### src/rtl/core/dbot_pkg.sv
// Shared definitions for the depth-bucket ordering table: defaults, field widths,
// opcodes, controller states and the command/status records between the two halves.
// No dependencies.
package dbot_pkg;

    localparam int DEF_DEPTH_BUCKETS = 1024;
    localparam int DEF_MAX_FACES     = 4096;
    localparam int DEF_MAX_VERTICES  = 4096;

    localparam int DEPTH_W  = 16;
    localparam int DSUM_W   = DEPTH_W + 1;
    localparam int INDEX_W  = 12;
    localparam int HANDLE_W = 16;
    localparam int COUNT_W  = 13;

    typedef enum logic [1:0] {
        OP_CLEAR   = 2'd0,
        OP_INSERT  = 2'd1,
        OP_ADVANCE = 2'd2,
        OP_FETCH   = 2'd3
    } opcode_t;

    typedef enum logic [2:0] {
        ST_INIT,
        ST_IDLE,
        ST_CLEAR,
        ST_INSERT,
        ST_ADVANCE,
        ST_HEAD,
        ST_STEP,
        ST_FACE
    } state_t;

    typedef enum logic [2:0] {
        EMIT_NONE,
        EMIT_PLAIN,
        EMIT_INSERT,
        EMIT_ADVANCE,
        EMIT_FACE,
        EMIT_DRAINED
    } emit_t;

    typedef enum logic {
        HEAD_AT_CALC,
        HEAD_AT_DRAIN
    } head_sel_t;

    typedef struct packed {
        logic      latch;
        logic      head_rd;
        head_sel_t head_sel;
        logic      fetch_begin;
        logic      sweep_start;
        logic      sweep_step;
        logic      ins_commit;
        logic      adv_commit;
        logic      load_head;
        logic      face_rd;
        logic      bucket_dec;
        logic      load_face;
        logic      drain_done;
        emit_t     emit;
    } dbot_cmd_t;

    typedef struct packed {
        logic drain_started;
        logic entry_ok;
        logic bucket_zero;
        logic sweep_last;
        logic face_textured;
    } dbot_status_t;

endpackage

### src/rtl/core/dbot_ctrl.sv
// Sequencer of the depth-bucket ordering table: accepts items and steps the datapath.
// Depends on dbot_pkg.
module dbot_ctrl
    import dbot_pkg::*;
(
    input  logic         clk,
    input  logic         rst_n,
    input  logic         start,
    input  logic [1:0]   opcode,
    input  dbot_status_t status,
    output dbot_cmd_t    cmd,
    output logic         busy
);

    state_t state_reg;
    state_t state_next;

    always_ff @(posedge clk or negedge rst_n)
    begin
        if (!rst_n)
        begin
            state_reg <= ST_INIT;
        end
        else
        begin
            state_reg <= state_next;
        end
    end

    always_comb
    begin
        cmd        = '0;
        state_next = state_reg;
        busy       = (state_reg != ST_IDLE);
        unique case (state_reg)
            ST_INIT:
            begin
                cmd.sweep_step = 1'b1;
                if (status.sweep_last)
                begin
                    state_next = ST_IDLE;
                end
            end
            ST_IDLE:
            begin
                if (start)
                begin
                    cmd.latch = 1'b1;
                    unique case (opcode_t'(opcode))
                        OP_CLEAR:
                        begin
                            cmd.sweep_start = 1'b1;
                            state_next      = ST_CLEAR;
                        end
                        OP_INSERT:
                        begin
                            cmd.head_rd  = 1'b1;
                            cmd.head_sel = HEAD_AT_CALC;
                            state_next   = ST_INSERT;
                        end
                        OP_ADVANCE:
                        begin
                            state_next = ST_ADVANCE;
                        end
                        OP_FETCH:
                        begin
                            if (!status.drain_started)
                            begin
                                cmd.fetch_begin = 1'b1;
                                cmd.head_rd     = 1'b1;
                                cmd.head_sel    = HEAD_AT_DRAIN;
                                state_next      = ST_HEAD;
                            end
                            else
                            begin
                                state_next = ST_STEP;
                            end
                        end
                    endcase
                end
            end
            ST_CLEAR:
            begin
                cmd.sweep_step = 1'b1;
                if (status.sweep_last)
                begin
                    cmd.emit   = EMIT_PLAIN;
                    state_next = ST_IDLE;
                end
            end
            ST_INSERT:
            begin
                cmd.ins_commit = 1'b1;
                cmd.emit       = EMIT_INSERT;
                state_next     = ST_IDLE;
            end
            ST_ADVANCE:
            begin
                cmd.adv_commit = 1'b1;
                cmd.emit       = EMIT_ADVANCE;
                state_next     = ST_IDLE;
            end
            ST_HEAD:
            begin
                cmd.load_head = 1'b1;
                state_next    = ST_STEP;
            end
            ST_STEP:
            begin
                if (status.entry_ok)
                begin
                    cmd.face_rd = 1'b1;
                    state_next  = ST_FACE;
                end
                else if (status.bucket_zero)
                begin
                    cmd.drain_done = 1'b1;
                    cmd.emit       = EMIT_DRAINED;
                    state_next     = ST_IDLE;
                end
                else
                begin
                    cmd.bucket_dec = 1'b1;
                    cmd.head_rd    = 1'b1;
                    cmd.head_sel   = HEAD_AT_DRAIN;
                    state_next     = ST_HEAD;
                end
            end
            ST_FACE:
            begin
                cmd.load_face = 1'b1;
                if (status.face_textured)
                begin
                    cmd.emit   = EMIT_FACE;
                    state_next = ST_IDLE;
                end
                else
                begin
                    state_next = ST_STEP;
                end
            end
        endcase
    end

endmodule

### config.mk
export PLATFORM = sky130hd
export DESIGN_NAME = dbot_ctrl
export DESIGN_NICKNAME = d
export VERILOG_FILES = /design/src/rtl/core/dbot_pkg.sv /design/src/rtl/core/dbot_ctrl.sv
export SDC_FILE = /design/constraint.sdc
export NUM_CORES = 1
export LEC_CHECK = 0
export ABC_CLOCK_PERIOD_IN_PS = 2850
export BUFFER_PORTS_ARGS = -buffer_cell sky130_fd_sc_hd__buf_2
export CAP_MARGIN = 20
export CORE_AREA = 2 2 39 41
export DETAILED_ROUTE_END_ITERATION = 6
export DIE_AREA = 0 0 41 43
export PLACE_DENSITY = 0.7
export SYNTH_ARGS = -nofsm -noshare
export SYNTH_HDL_FRONTEND = slang
export SYNTH_SLANG_ARGS = --single-unit
### constraint.sdc
create_clock -name clk -period 2.85 [get_ports clk]
set_input_delay 0.1425 -clock clk [delete_from_list [all_inputs] [get_ports clk]]
set_output_delay 0.1425 -clock clk [all_outputs]
set_load 0.05 [all_outputs]
## Yosys cells after proc, flatten, opt, wreduce, memory -nomap -nowiden

Index checks and enable logic that the tools add are counted.

| storage, ports and cells | value |
|---|---|
| flip-flop bits (word level) | 3 |
| input port bits | 10 |
| output and inout bits | 17 |
| word-level logic and storage cells | 52 |

| operators by class | value |
|---|---|
| equal/unequal tests | 13 |
| mux-type cells | 33 |
| reduce and logical (&&, ||, !) cells | 5 |

Operator list:

| cell | count |
|---|---|
| 3-bit two-way mux | 7 |
| 3-bit case mux with 6 select lines | 1 |
| 3-bit case mux with 5 select lines | 1 |
| 1-bit two-way mux | 13 |
| 3-bit equality test (second input constant) | 4 |
| 3-bit case mux with 4 select lines | 1 |
| 2-bit two-way mux | 5 |
| 4-bit two-way mux | 2 |
| 2-bit case mux with 2 select lines | 2 |
| 3-bit by 2-bit equality test with 1-bit output (second input constant) | 2 |
| 5-bit two-way mux | 1 |
| 2-bit equality test (second input constant) | 2 |
| 2-bit OR reduction | 2 |
| 3-bit by 1-bit equality test with 1-bit output (second input constant) | 1 |
| 3-bit logical NOT | 1 |
| 3-bit by 1-bit inequality test with 1-bit output (second input constant) | 1 |
| 2-bit by 1-bit equality test with 1-bit output (second input constant) | 1 |
| 2-bit logical NOT | 1 |
| 2-bit by 1-bit inequality test with 1-bit output (second input constant) | 1 |
| 2-bit inequality test (second input constant) | 1 |
| 2-bit AND reduction | 1 |

## Logic depth before layout (Yosys ltp)

Gate-level depths: netlist of the first run.

| logic depth | value |
|---|---|
| word-level depth | 4 |
| gate-level depth with buffers | 4 |
| depth with buffers taken out | 3 |

## Worst setup path before layout of the first run

No wires, ideal clock.

| timing | value |
|---|---|
| path kind | reg2out |
| from | reg state_reg[1] |
| to | out cmd[13] in the netlist's numbering |
| arrival time | 2.294 ns |
| required time | 2.707 ns |
| setup slack | 0.413 ns |
| stages on the path, launching flop included | 4 |
| buffers on the path | 0 |
| cells stage by stage | dfrtp_1 -> nand4bb_1 -> nor3_1 -> or2_1 |

RTL lines:

| item | line | text |
|---|---|---|
| start, declared | dbot_ctrl.sv:15 | `state_t state_reg;` |
| start signal, assigned | dbot_ctrl.sv:26 | `state_reg <= state_next;` |
| end, declared | dbot_ctrl.sv:11 | `output dbot_cmd_t cmd,` |

==> summary.txt, run 1 <==
Clock tree
  – CTS H-tree depth: 1
  – CTS tree: done
  – Worst-skew pair later-pin latency: 240 ps
  – Num CTS Buffers: 3
  – Post-CTS Setup Bufs: 0
  – Clock sinks: 3
  – Clock slew at reported path FFs: 40 ps
  – CTS Buffer Depth: 2
  – Root Driver: clkbuf_4

Yosys
  – Post-synthesis cell type count: 28
  – Number of register bits inferred by synthesis: 3
  – Ys async rst share: 1.00
  – Sequential area share after synthesis: 0.210
  – Multiplexer share of the synthesized area: 0
  – Yosys top cell area share: 0.210
  – Synth warn: 0
  – Dominant cells by area after synthesis: dfrtp_1 21%, a21boi_0 6.3%, nor2_1 6.3%
  – Post-Syn Area: 358 sq um
  – Synth Area in Adders: 0
  – Simple-gate share of the synthesized area: 0.413
  – Predominant post-synthesis flop cell: dfrtp_1
  – Post-synthesis xor/xnor area fraction: 0
  – Count leader, synth: nor2_1
  – Syn_area_per_cell: 7.46 sq um
  – Main combinational cell family by area after synthesis: simple AND/OR/NAND/NOR gates
  – Most instantiated cells after synthesis: 6 x nor2_1, 4 x nand2_1
  – Synth Instances: 48
  – EDFF count, synth: 0
  – Syn nets: 58
  – Compound-Gate Fraction of Synth Area: 0.276
  – Area leader, netlist: dfrtp_1

Route
  – Starting DRT DRC Count: 7
  – Drt pass-1 iters: 4
  – Wl on met1: 420 um
  – DRT antenna net count: 0
  – Top routing layer in use: met4
  – Via count: 452
  – DRC viols: 0
  – Drt wl/cell: 10.3 um
  – WL met3: slightly above 100 um
  – Vias/cell: 4.91
  – Routed wire length: approximately 950 um
  – Wire length on met2: 407 um

Die
  – Die Footprint: 1760 sq um
  – Ports: 27
  – Starting Density: 0.259
  – Core region area: 1380 sq um
  – Die H: approximately 43 um
  – Die width: 41 um
  – FP Rows: 14

Power
  – P_sw: 0.394 mW
  – Logic pwr share: 0.699
  – Clk pwr share: 0.120
  – Switching share of power: 0.615
  – Register share of total power: 0.182
  – Max IR drop VDD: 0.357 mV
  – Total design power: between 0.6 and 0.7 mW
  – Internal cell power: 0.246 mW
  – Leak Pwr: between 0.3 and 0.4 nW
  – Pwr/cell area: 1220 nW/um^2

STA
  – Setup Viol. Count Final: 0
  – Final worst-path cycle share: 0.652
  – Max Clk Rate: ~0.54 GHz
  – Fin. max-slew vios: 0
  – Slew HR: 0.785
  – Unrepaired setup endpoints after global routing: false
  – Fin worst setup slack: 992 ps
  – Clock Skew: 4.06 ps
  – Worst-Margin Slew: 323 ps
  – Setup TNS: 0 ps
  – Final min period: 1860 ps
  – Fin. Hold Viols: 0

Finish
  – Area Overhead vs Synth: 46.2%
  – Final Net Count: 87
  – Sequential Area: 75.1 sq um
  – ANT cells: 0
  – Largest register FFs: 3
  – Util after Layout: 0.378
  – Area of the multi-input gates: approximately 250 sq um
  – Layout cells sized above 1: 0.447
  – Fillers: 150

Setup path
  – R2r worst-path depth: 2
  – Critical path type: flop to output pin
  – WP data required: about 2700 ps
  – Reg2Reg Launch Point: state_reg[2]$_DFFE_PN0P_
  – CP Capture Type: output pin
  – CP Data Arrival Time: 1720 ps
  – Crit start category: flop
  – CP max FO: 12
  – Reg2Reg Setup Slack: 1640 ps
  – RR Endpoint: state_reg[1]$_DFFE_PN0P_

Global route
  – Vias in the first global route: 384
  – GRT overflow: 0
  – Gr usage total: 0.127
  – Antenna violations before repair: 0
  – Largest net degree at the start of global routing: 14
  – First-pass GRT wire length: 1500 um

Status
  – Status: finished clean

Hold path
  – Hold Path Sink: state_reg[0]$_DFFE_PN0P_
  – Hold Startpoint: opcode[0]
  – Min-delay worst type: primary input to flop
  – Hold Path Depth: 3

Flow run
  – Max_cap viols: 0

Placement
  – RePlAce Congestion: 0.789
  – Pre-CTS setup slack: 1260 ps
  – Placed wire-length estimate: around 740 um
  – Port-buffer cells: 26
## worst max-delay path, stage by stage (launching register included)
cell and delay [ps]:
dfrtp_1 480, nand4bb_1 350, nor3_1 270, or2_1 130, buf_2 250
## routing by layer
layer / vias up / GRT usage
li1: 229 / -
met4: 0 / 0.100
met3: 2 / 0.0157
met1: 198 / 0.167
met2: 23 / 0.175
met5: - / 0
## worst max-delay path by stage
| stage | end | start |
|---|---|---|
| finish | cmd[13] | state_reg[1]$_DFFE_PN0P_ |
| global route | cmd[13] | state_reg[1]$_DFFE_PN0P_ |
| CTS | cmd[13] | state_reg[2]$_DFFE_PN0P_ |
| detailed placement | cmd[13] | state_reg[2]$_DFFE_PN0P_ |
| global placement | cmd[13] | state_reg[1]$_DFFE_PN0P_ |
| floorplan | cmd[13] | state_reg[1]$_DFFE_PN0P_ |
## stage by stage
step | hold slack [ps] | instances | instance area [sq um]
after floorplan | -153 | 48 | 358
after global placement | -58.7 | 87 | 487
after detailed placement | -56.1 | 87 | 487
after CTS | 212 | 92 | 523
after global routing | 225 | 92 | 523
final | 223 | 92 | 523
## power groups by stage
stage,registers [mW],logic (mW),clock network [mW]
2_1_floorplan,0.0737,0.422,0
3_3_place_gp,0.113,0.446,0
3_5_place_dp,0.118,0.449,0
4_1_cts,0.117,0.450,0.0795
5_1_grt,0.125,0.477,0.0815
6_report,0.116,0.447,0.0768
## final cells by class
type,instances,share of cell area
timing repair buffer,27,0.268
multi-input combinational,38,0.471
inverter,4,0.0287
tap,16,0.0383
clock buffer,4,0.0502
sequential,3,0.144
## cells by family after synthesis
family | count (synthesis)
AO/OA/AOI/OAI | 13
AND/OR/NAND/NOR | 25
buffers and inverters | 7
flip-flops | 3
## cell usage in the layout, fill, tap and decap left out
cell	instances
dlygate4sd3_1	1
nor3_1	3
a21boi_0	3
nand4bb_1	1
nor2b_1	1
dfrtp_1	3
or3_4	1
or2_1	2
o21ai_1	1
clkbuf_4	3
o221ai_1	1
nor3_2	1
nand2b_1	1
nand2_1	4
nand3b_1	2
nor2_1	6
o21bai_1	1
clkbuf_1	1
inv_2	1
or3_1	1
a21oi_1	1
and3_1	1
a31oi_1	2
buf_2	26
inv_1	3
a21o_1	1
and3b_2	1
a21bo_1	1
o21ai_0	1
o2bb2ai_2	1
## repair_timing
action                                 in CTS  in global routing
hold buffers                                1                  0
gates resized for setup                     0                  0
endpoints found under the hold margin       3                  0
(Power assumes the default switching activity.)
==> run 2: changes to the inputs <==
- ABC_CLOCK_PERIOD_IN_PS: 2850 -> 1500
- PLACE_DENSITY: 0.7 -> 0.72
- clock period: 2.85 -> 1.5 ns (I/O delays scaled with it)
==> run 2 against run 1 <==
Compared with the run above:
- the flow now finishes with violations (negative setup slack)
- critical path depth is the same
- total power grew 140%
- count of clock-buffer cells in the layout is the same
- setup slack lost 1000 ps
- non-clock buffer count grew 8
- sequential power grew 56%
- routed wire length grew 25%
- sequential share of layout area shrank 3.4 points
==> summary.txt, run 2 (same netlist as run 1, synthesis figures left out) <==
Power
  – Internal cell power: 0.700 mW (+180%)
  – P_sw: 0.861 mW (+120%)
  – Switching share of power: 0.552 (-0.0637)
  – Logic pwr share: 0.789 (+0.090)
  – Register share of total power: 0.116 (-0.066)
  – Leak Pwr: 0.357 nW (+19%)
  – Max IR drop VDD: 0.911 mV (+160%)
  – Clk pwr share: 0.095 (-0.025)
  – Pwr/cell area: 2170 nW/um^2 (+77%)

Setup path
  – Critical path type: flop to output pin
  – CP Capture Type: output pin
  – WP data required: 1420 ps (-1290 ps)
  – Buf/Inv on CP: 1 (unchanged)
  – CP max FO: 4 (-8)
  – CP Data Arrival Time: 1460 ps (-260 ps)
  – Top delay family on crit path: simple AND/OR/NAND/NOR gates
  – Max incr delay on CP: 420 ps (-60 ps)
  – Critical path, cell by cell: nand3b_1, nor3_4, o21bai_2, buf_6
  – Crit start category: flop
  – Slowest cell on crit path: dfrtp_2

Global route
  – GRT overflow: 0 (unchanged)
  – Vias in the first global route: 493 (+28%)
  – Largest net degree at the start of global routing: 7 (-7)
  – Antenna violations before repair: 0 (unchanged)
  – First-pass GRT wire length: 1960 um (+30%)
  – Gr usage total: 0.168 (+0.0418)

Status
  – Failing checks: negative setup slack
  – Status: finished with violations

STA
  – Setup Viol. Count Final: 2 (+2)
  – Setup TNS: -47.9 ps (-47.9 ps)
  – Final worst-path cycle share: 1.02
  – Unrepaired setup endpoints after global routing: true
  – Max Clk Rate: 0.653 GHz
  – Clock Skew: 8.99 ps (+4.94 ps)
  – Fin Hold WS: 167 ps (-55.5 ps)
  – Fin. max-slew vios: 0 (unchanged)
  – Fin. Hold Viols: 0 (unchanged)
  – Fin worst setup slack: -32.1 ps (-1020 ps)
  – Worst-Margin Slew: 253 ps (-69.3 ps)
  – Final min period: 1530 ps
  – Slew HR: 0.831 (+0.0457)

Die
  – Die H: 43 um (unchanged)
  – Die width: 41 um (unchanged)
  – Die Footprint: 1760 sq um (unchanged)
  – Core region area: 1380 sq um (unchanged)
  – FP Rows: 14 (unchanged)
  – Ports: 27 (unchanged)
  – Starting Density: 0.259 (unchanged)

Finish
  – Final Net Count: 95 (+9.2%)
  – ANT cells: 0 (unchanged)
  – Most frequent cells in the layout: 16 x buf_2, 10 x buf_4, 7 x buf_6
  – Largest register FFs: 3 (unchanged)
  – Commonest non-fill, non-tap cell in the layout: buf_2
  – Fillers: 133 (-11%)
  – Area Overhead vs Synth: 101%
  – Layout cells sized above 1: 0.679 (+0.231)

Clock tree
  – Clock slew at reported path FFs: 40 ps (about the same)
  – Clock sinks: 3 (unchanged)
  – Root Driver: clkbuf_4
  – Num CTS Buffers: 3 (unchanged)
  – CTS tree: done
  – CTS Buffer Depth: 2 (unchanged)
  – Worst-skew pair later-pin latency: 240 ps (about the same)
  – CTS H-tree depth: 1 (unchanged)

Route
  – Drt pass-1 iters: 3 (-1)
  – Top routing layer in use: met4
  – WL met3: 66 um (-35%)
  – Via count: 505 (+12%)
  – Wl on met1: 439 um (+4.5%)
  – Wire length on met2: 639 um (+57%)
  – Starting DRT DRC Count: 5 (-2)
  – Vias/cell: 5.05 (+2.8%)
  – DRC viols: 0 (unchanged)
  – Routed wire length: 1180 um (+25%)
  – Drt wl/cell: 11.8 um (+15%)
  – DRT antenna net count: 0 (unchanged)

Flow run
  – Max_cap viols: 0 (unchanged)

Placement
  – RePlAce Congestion: 0.867 (+9.9%)
  – Port-buffer cells: 26 (unchanged)
  – Placed wire-length estimate: 853 um (+15%)

Hold path
  – Min-delay worst type: primary input to asynchronous set/reset pin
[run 2: changes by cell type in the layout (fill, tap and decap cells not counted), sizes merged]
| cell | change |
|---|---|
| buf | +7 |
| clkbuf | +1 |
[run 2: final timing paths]
check | depth (start not counted) | to | startpoint | slack, ps
setup / recovery | 4 | cmd[14] | state_reg[0]$_DFFE_PN0P_ | -30
hold / removal | 2 | state_reg[1]$_DFFE_PN0P_ | rst_n | 170
setup reg to reg | 3 | state_reg[1]$_DFFE_PN0P_ | state_reg[2]$_DFFE_PN0P_ | 220
hold reg to reg | 2 | state_reg[2]$_DFFE_PN0P_ | state_reg[2]$_DFFE_PN0P_ | 600
max in group asynchronous | 2 | state_reg[0]$_DFFE_PN0P_ | rst_n | 1200
min in group clk | 3 | state_reg[0]$_DFFE_PN0P_ | opcode[0] | 180
[run 2: what timing repair did]
action | 4_1_cts | 5_1_grt
hold buffers | 1 | 0
setup endpoints to repair | 11 | 10
buffers inserted | 4 | 0
hold endpoints to repair | 3 | 0
gates resized for setup | 15 | 12
pin swaps | 0 | 3
[run 2: cell type report]
cell class,count,area (sq um),share of cell area
clock buffers,4,26.3,0.0366
well taps,16,20.0,0.0279
flip-flops and latches,3,78.8,0.110
multi-input cells,38,327,0.455
inverters,4,15.0,0.0209
repair buffers,35,251,0.350
[run 2: per-layer routing]
metal / vias up / GRT usage
met5: - / 0
met4: 0 / 0.120
met3: 4 / 0.0314
met2: 19 / 0.288
met1: 238 / 0.166
li1: 244 / -
[run 2: worst reg2reg max path, cell delays in order, from the launching register on]
cell and delay, ps:
dfrtp_2 430, buf_4 160, or3_1 420, o221ai_1 190
[run 2: stage by stage]
stage	total power, mW	utilization	std cells	worst slack, ps	cell area, sq um
6_report	1.56	0.519	100	-32.1	718
5_1_grt	1.64	0.519	100	-72.0	718
4_1_cts	1.51	0.494	100	-17.1	683
3_5_place_dp	1.20	0.410	91	72.9	568
3_3_place_gp	1.19	0.410	91	90.9	568
2_1_floorplan	0.990	-	48	-294	409
[run 2: power groups by stage]
stage / registers [mW] / clock network (mW) / logic (mW)
2_1_floorplan: 0.140 / 0 / 0.850
3_3_place_gp: 0.186 / 0 / 1.00
3_5_place_dp: 0.191 / 0 / 1.01
4_1_cts: 0.177 / 0.148 / 1.19
5_1_grt: 0.187 / 0.149 / 1.31
6_report: 0.181 / 0.148 / 1.23
==> run 3: changes to the inputs <==
- PLACE_DENSITY: 0.72 -> 0.65
==> run 3 against run 2 <==
Compared with the run above:
- the run now ends clean
- global-route usage decreased by 4.0 points
- setup slack improved by 50 ps
- sequential cell count unchanged
- count of clock-buffer cells in the layout unchanged
==> summary.txt, run 3 (same netlist as run 1, synthesis figures left out) <==
Global route
  – Largest net degree at the start of global routing: 12 (+5)
  – First-pass GRT wire length: 1530 um (-22%)
  – Antenna violations before repair: 0 (unchanged)
  – Vias in the first global route: 385 (-22%)
  – GRT overflow: 0 (unchanged)
  – Gr usage total: 0.128 (-0.0405)

Route
  – DRT antenna net count: 0 (unchanged)
  – Routed wire length: 1090 um (-7.7%)
  – Starting DRT DRC Count: 5 (unchanged)
  – Vias/cell: 4.82 (-4.6%)
  – Via count: 482 (-4.6%)
  – Drt wl/cell: 10.9 um (-7.7%)
  – DRC viols: 0 (unchanged)
  – Drt pass-1 iters: 3 (unchanged)

Die
  – FP Rows: 14 (unchanged)
  – Ports: 27 (unchanged)
  – Starting Density: 0.259 (unchanged)
  – Die H: 43 um (unchanged)
  – Core region area: 1380 sq um (unchanged)
  – Die Footprint: 1760 sq um (unchanged)
  – Die width: 41 um (unchanged)

Setup path
  – Top delay family on crit path: flip-flops
  – Critical path, cell by cell: nand4bb_4, buf_4, o21bai_2, buf_6
  – CP max FO: 4 (unchanged)
  – R2r worst-path depth: 3 (unchanged)
  – Crit path launch: state_reg[1]$_DFFE_PN0P_
  – Slowest cell on crit path: dfrtp_1
  – Critical path type: flop to output pin
  – RR Endpoint: state_reg[1]$_DFFE_PN0P_
  – Critical Path End: cmd[14]
  – Reg2Reg Launch Point: state_reg[2]$_DFFE_PN0P_
  – Crit start category: flop
  – Buf/Inv on CP: 2 (+1)
  – CP Capture Type: output pin
  – Max incr delay on CP: 420 ps (about the same)
  – Levels on crit path: 4 (unchanged)
  – CP Data Arrival Time: 1410 ps (-50 ps)
  – WP data required: 1420 ps (about the same)
  – Reg2Reg Setup Slack: 220 ps (about the same)

Finish
  – Commonest non-fill, non-tap cell in the layout: buf_2
  – Area Overhead vs Synth: 100%
  – Layout cells sized above 1: 0.631 (-0.0476)
  – Largest register FFs: 3 (unchanged)
  – Util after Layout: 0.518 (-0.000904)
  – Final Net Count: 95 (unchanged)
  – Fin cells: 100 (unchanged)
  – ANT cells: 0 (unchanged)
  – Most frequent cells in the layout: 19 x buf_2, 8 x buf_6, 5 x clkbuf_4

Clock tree
  – Clock sinks: 3 (unchanged)
  – CTS H-tree depth: 1 (unchanged)
  – CTS Buffer Depth: 2 (unchanged)
  – Worst-skew pair later-pin latency: 230 ps (about the same)
  – Num CTS Buffers: 3 (unchanged)
  – Root Driver: clkbuf_4
  – Clock slew at reported path FFs: 40 ps (about the same)
  – CTS tree: done

STA
  – Fin. max-slew vios: 0 (unchanged)
  – Clock Skew: 3.77 ps (-5.22 ps)
  – Worst-Margin Slew: 252 ps (-1.77 ps)
  – Max Clk Rate: 0.675 GHz (+3.4%)
  – Unrepaired setup endpoints after global routing: true
  – Final worst-path cycle share: 0.988 (-0.0334)
  – Setup Viol. Count Final: 0 (-2)
  – Fin worst setup slack: 18.0 ps (+50.0 ps)
  – Fin. Hold Viols: 0 (unchanged)
  – Setup TNS: 0 ps (+47.9 ps)
  – Final min period: 1480 ps (-50.0 ps)
  – Slew HR: 0.833 (+0.00284)

Placement
  – RePlAce Congestion: 0.774 (-11%)
  – Placed wire-length estimate: 763 um (-11%)
  – Port-buffer cells: 26 (unchanged)
  – Pre-CTS setup slack: 171 ps (+98.2 ps)
  – Cell count after placement: 92 (+1.1%)

Hold path
  – Min-delay worst type: primary input to asynchronous set/reset pin

Power
  – Total design power: 1.53 mW (-1.9%)
  – Pwr/cell area: 2140 nW/um^2 (-1.7%)
  – Logic pwr share: 0.803 (+0.014)
  – P_sw: 0.848 mW (-1.5%)
  – Max IR drop VDD: 0.780 mV (-14%)
  – Register share of total power: 0.104 (-0.012)
  – Leak Pwr: 0.366 nW (+2.6%)
  – Switching share of power: 0.554 (+0.00224)
  – Internal cell power: 0.683 mW (-2.4%)
  – Clk pwr share: 0.093 (-0.002)

Status
  – Status: finished clean

Flow run
  – Max_cap viols: 0 (unchanged)
run 3: cell count changes in the layout (fill, tap and decap cells not counted), moves of 3 or more:
| cell | before | now |
|---|---|---|
| dfrtp_1 | 0 | 3 |
| buf_4 | 10 | 4 |
| buf_2 | 16 | 19 |
| dfrtp_2 | 3 | 0 |
run 3: final cells by class:
class	count	area, sq um
clock buffers	4	26.3
fillers	140	667
multi-input cells	38	325
repair buffers	35	255
well taps	16	20.0
flip-flops and latches	3	75.1
inverters	4	15.0
run 3: per-stage QoR:
stage          hold slack (ps)  area, sq um
3_3_place_gp              -126          576
2_1_floorplan             -221          409
6_report                   165          717
3_5_place_dp              -129          576
5_1_grt                    183          717
4_1_cts                    166          624
run 3: worst reg2reg max path, stage by stage (launching register included):
cell	delay, ps
dfrtp_1	400
buf_4	180
or3_1	410
o221ai_1	200
run 3: metal layers:
metal / global-route usage / up-vias / part of all wire
li1: - / 244 / -
met1: 0.185 / 220 / 0.43
met2: 0.163 / 18 / 0.51
met3: 0.0471 / 0 / 0.059
met4: 0.0600 / 0 / 0
met5: 0 / - / 0
run 3: worst min path at each step:
stage / startpoint / cells past startpoint / slack, ps / to
finish: rst_n / 2 / 170 / state_reg[2]$_DFFE_PN0P_
global route: rst_n / 2 / 180 / state_reg[2]$_DFFE_PN0P_
CTS: rst_n / 2 / 170 / state_reg[1]$_DFFE_PN0P_
detailed placement: rst_n / 1 / -130 / state_reg[1]$_DFFE_PN0P_
global placement: rst_n / 1 / -130 / state_reg[0]$_DFFE_PN0P_
floorplan: rst_n / 0 / -220 / state_reg[0]$_DFFE_PN0P_
run 3: what timing repair did:
item | CTS | global route
gates cloned | 0 | 1
gates resized for setup | 6 | 17
endpoints found under the setup margin | 5 | 9
hold buffers | 1 | 0
pin swaps | 0 | 4
setup buffers | 0 | 2
endpoints found under the hold margin | 3 | 0
run 3: power by group through the flow:
stage | combinational (mW) | clock (mW) | sequential [mW]
floorplan | 0.850 | 0 | 0.140
global placement | 1.05 | 0 | 0.146
detailed placement | 1.05 | 0 | 0.150
CTS | 1.07 | 0.143 | 0.149
global route | 1.31 | 0.154 | 0.166
finish | 1.23 | 0.142 | 0.160
